File: config.mk
export PLATFORM = sky130hd
export DESIGN_NAME = sfdl_chan
export DESIGN_NICKNAME = d
export VERILOG_FILES = /design/src/sv/sfdl_pkg.sv /design/src/sv/sfdl_chan.sv
export SDC_FILE = /design/constraint.sdc
export NUM_CORES = 1
export LEC_CHECK = 0
export BUFFER_PORTS_ARGS = -buffer_cell sky130_fd_sc_hd__buf_2
export CORE_ASPECT_RATIO = 0.6
export CORE_MARGIN = 2
export CORE_UTILIZATION = 59
export DETAILED_ROUTE_END_ITERATION = 8
export PLACE_DENSITY_LB_ADDON = 0.1
export SYNTH_ARGS = -nofsm -noshare
export SYNTH_HDL_FRONTEND = slang
export SYNTH_SLANG_ARGS = --single-unit
File: constraint.sdc
create_clock -name vclk -period 11.7
set_input_delay 2.34 -clock vclk [all_inputs]
set_output_delay 2.34 -clock vclk [all_outputs]
set_load 0.005 [all_outputs]
File: src/sv/sfdl_pkg.sv
// Shared constants, types and register codes for the stereo feedback delay line.
package sfdl_pkg;

  localparam int HIST_DEPTH = 131072;
  localparam int ADDR_W     = $clog2(HIST_DEPTH);
  localparam int SAMPLE_W   = 16;
  localparam int FRAME_W    = 2 * SAMPLE_W;
  localparam int DELAY_W    = 17;
  localparam int GAIN_W     = 15;
  localparam int CFG_W      = 17;
  localparam int IDX_W      = 2;
  localparam int CMP_W      = ((ADDR_W > DELAY_W) ? ADDR_W : DELAY_W) + 1;

  localparam logic [DELAY_W-1:0] DELAY_RESET = DELAY_W'(24000);
  localparam logic [GAIN_W-1:0]  GAIN_RESET  = GAIN_W'(16384);
  localparam logic [GAIN_W-1:0]  GAIN_MAX    = GAIN_W'(32440);

  typedef enum logic [IDX_W-1:0] {
    REG_DELAY = 2'd0,
    REG_GAIN  = 2'd1
  } reg_idx_t;

  // Per-word control handed from the pipeline to each channel datapath
  typedef struct packed {
    logic              d_zero;    // delay of zero: feed the input itself
    logic              fwd_hit;   // read raced the previous write-back
    logic              hist_vld;  // history entry was written since reset
    logic [GAIN_W-1:0] gain;      // clamped feedback gain
  } chan_ctl_t;

endpackage

File: src/sv/sfdl_chan.sv
// One channel datapath: tap select, unsigned Q0.15 gain multiply, round, add, saturate.
module sfdl_chan (
  input  logic [sfdl_pkg::SAMPLE_W-1:0] x,
  input  logic [sfdl_pkg::SAMPLE_W-1:0] rdata,
  input  logic [sfdl_pkg::SAMPLE_W-1:0] fwd,
  input  sfdl_pkg::chan_ctl_t           ctl,
  output logic [sfdl_pkg::SAMPLE_W-1:0] y
);

  localparam int SW = sfdl_pkg::SAMPLE_W;
  localparam int GW = sfdl_pkg::GAIN_W;
  localparam int PW = SW + GW + 1;
  localparam int QW = PW - GW;
  localparam int YW = QW + 1;

  localparam logic signed [PW-1:0] RND    = PW'(1) <<< (GW - 1);
  localparam logic signed [YW-1:0] SAT_HI = YW'((2 ** (SW - 1)) - 1);
  localparam logic signed [YW-1:0] SAT_LO = -SAT_HI - YW'(1);

  logic signed [SW-1:0] tap;
  logic signed [PW-1:0] prod;
  logic signed [PW-1:0] prod_rnd;
  logic signed [QW-1:0] scaled;
  logic signed [YW-1:0] sum;

  always_comb begin
    if (ctl.d_zero) begin
      tap = $signed(x);
    end else if (ctl.fwd_hit) begin
      tap = $signed(fwd);
    end else if (ctl.hist_vld) begin
      tap = $signed(rdata);
    end else begin
      tap = '0;
    end
  end

  assign prod     = PW'(tap) * $signed({1'b0, ctl.gain});
  assign prod_rnd = prod + RND;
  // floor shift, ties go toward plus infinity
  assign scaled   = QW'(prod_rnd >>> GW);
  assign sum      = YW'($signed(x)) + YW'(scaled);

  always_comb begin
    if (sum > SAT_HI) begin
      y = SW'(SAT_HI);
    end else if (sum < SAT_LO) begin
      y = SW'(SAT_LO);
    end else begin
      y = SW'(sum);
    end
  end

endmodule

==> summary.txt <==
Clocking
  • Hold_buf cts: 0

STA
  • Min Tclk post-route: 12.45 ns
  • Setup violators final: 16
  • Fin crit share: 106%
  • Slew HR: 70.7%
  • F_max: 0.0803 GHz
  • Fin worst setup slack: -0.752 ns
  • RSZ-0062 raised after global routing: yes
  • Worst-margin pin slew: 0.437 ns
  • Hold slack final: roughly 5.2 ns
  • Count of pins over their slew limit: 0
  • Final Hold Fails: 0

Global routing
  • Total GRT Usage: 32.1%
  • GR met3 Demand/Resource: ~6%
  • Gr ovfl total: 0
  • Met2 usage: around half
  • Vias in the first global route: 9,921
  • Largest net degree at the start of global routing: 17
  • GR peak layer: met2
  • Met1 Usage GRT: 47.7%
  • Initial antenna violation count: 1
  • Global-route wire length before repair: 50,200 um

Cells and area
  • Area growth from synthesis to layout: 32.0%
  • N_diodes: 0
  • Number of clock buffers in the layout: 0
  • Seq_cells: 0
  • Layout Nets: 2,002
  • FF+latch area: 0 um^2
  • Fraction of layout cells with a size suffix above 1: a little under a third
  • Final Util: roughly four fifths

Critical path
  • Critical Path AT: 10.11 ns
  • Worst-path fanout max: 6
  • Worst path slowest cell: fa_1
  • Max incr delay on CP: 0.56 ns
  • CP most frequent cell: fa_1
  • Worst Setup End Kind: output port
  • Worst setup SP type: input pin
  • Worst endpoint required time: 9.36 ns
  • Critical path class: in2out

Route
  • Post-DRT Antenna Nets: 0
  • Vias after detailed routing: 9,619
  • DRC: 0
  • DR pass1 iterations: 6
  • Vias/cell: 5.29
  • Avg WL per Cell: 16.6 um
  • Iter 0 DRT Violations: 653
  • Drt total wl: 30,200 um

Yosys
  • Post-Synth Adder-Cell Area: 57.9%
  • Synth Area in XOR/XNOR: between 2 and 3%
  • Gate Count Post-Synth: 1,275
  • Synth top area share: 45.2%
  • Yosys warns: 0
  • Syn Nets: between 1,500 and 2,000
  • Synth cell types: between 50 and 60
  • Synth Area in Compound Gates: 10.8%
  • Main combinational cell family by area after synthesis: adder cells
  • Post-synthesis mux area share: 0%
  • Top cells by area, synth: fa_1 (45%), ha_1 (13%), inv_1 (11%), and2_1 (6.9%), nand2_1 (5.3%)
  • Simple-gate share of the synthesized area: 15.8%
  • Sequential-to-total area share from yosys stat: 0%
  • Post-Syn Area: 10,900 um^2
  • Synth area leader: fa_1
  • Avg Cell Area, Syn: around 8.6 um^2

Floorplan
  • Starting Density: 60.4%
  • Core area: 18,100 um^2
  • Die Span Y: 109 um
  • Num rows: 38
  • Die area: 19,600 um^2
  • Die width: 180 um
  • # IOs: between 80 and 90

Placed design
  • Buffers on Ports: 82
  • DP Wirelength: 25,700 um
  • GPL Wtd Cong: slightly above 0.9

Run
  • Max-cap violations: 0

Min path
  • Hold Path Class: in2out

Run status
  • Failing checks: setup timing
  • Status: finished, violations left
## Yosys cell counts, types with 3 or more instances
master,instances
inv_1,316
fa_1,246
nand2_1,155
and2_1,120
ha_1,111
clkbuf_1,42
a21oi_1,37
o21ai_0,35
nor2_1,30
xnor2_1,19
xor2_1,17
a21o_1,15
a22oi_1,15
nand4_1,10
o21a_1,10
o21ai_1,9
nand3_1,8
nand2b_1,6
o211ai_1,6
a211oi_1,5
nor3_1,5
a2111oi_0,4
a221o_1,3
nor2b_1,3
o211ai_2,3
## cells by family (layout without fill, tap and decap cells)
group | after synthesis | in the layout
buf+inv | 363 | 665
fa+ha+maj | 357 | 357
simple gates | 349 | 349
compound gates | 170 | 170
xor+xnor | 36 | 36
## timing repair
action	4_1_cts	5_1_grt
pin swaps	50	44
buffers inserted	25	15
setup endpoints to repair	16	16
hold endpoints to repair	0	0
gates resized for setup	69	44
gates cloned	3	0
## per-layer routing
layer	wire, um	vias to the layer above
li1	-	4492
met1	13900	4768
met2	13500	332
met3	2470	27
met4	299	0
met5	0	-
## per-stage QoR
step	TNS (ns)	setup WS, ns	cell area [um^2]	cells
floorplan	-2.81	-0.209	11300	1275
global placement	-13.32	-0.860	13500	1774
global route	-15.84	-1.05	14400	1817
CTS	-10.51	-0.704	14100	1802
detailed placement	-14.22	-0.946	13500	1774
finish	-11.16	-0.752	14400	1817
## worst max-delay path, delay by kind of cell
family | cells | cell delay (ns)
adder cells (fa/ha/maj) | 8 | 3.75
AO/OA/AOI/OAI | 13 | 2.34
buffers and inverters | 11 | 1.20
AND/OR/NAND/NOR | 3 | 0.36
XOR/XNOR | 1 | 0.12
## final cells by class
class	instances	area, um^2
multi-input combinational	912	10200
fill	1209	3670
timing repair buffer	348	2730
inverter	317	1190
tap	240	300
## placed cells by master, fill, tap and decap left out, types with 3 or more instances in the layout
master       n
o21ai_4      3
nor3_1       3
inv_2        7
a22oi_1      6
fa_2        13
nand2_4      5
a21oi_1     25
o21ai_1     14
o211ai_1     6
a211oi_1     4
a2111oi_2    3
nand2_1    142
ha_4        13
a21o_1      15
o21a_1       8
buf_4      230
buf_12      17
inv_1      309
nand2b_1     6
and2_1     119
o21ai_0     13
buf_6       17
xnor2_1     18
a21oi_2     11
a221o_1      3
o21ai_2     14
fa_1       233
nand4_1     10
nand2_2      8
a22oi_2     10
buf_2       81
a21oi_4      3
xor2_1      15
nor2_1      28
nand3_1      7
ha_1        98
## worst paths after layout
kind / cells after the start / slack (ns) / endpoint / startpoint
worst max-delay path: 36 / -0.75 / y[0] / ctl[16]
worst min-delay path: 6 / 5.22 / y[0] / x[0]
Power is left out: the tool's default activity adds up to more than one toggle a clock period on the data nets, which glitch-free logic cannot reach.
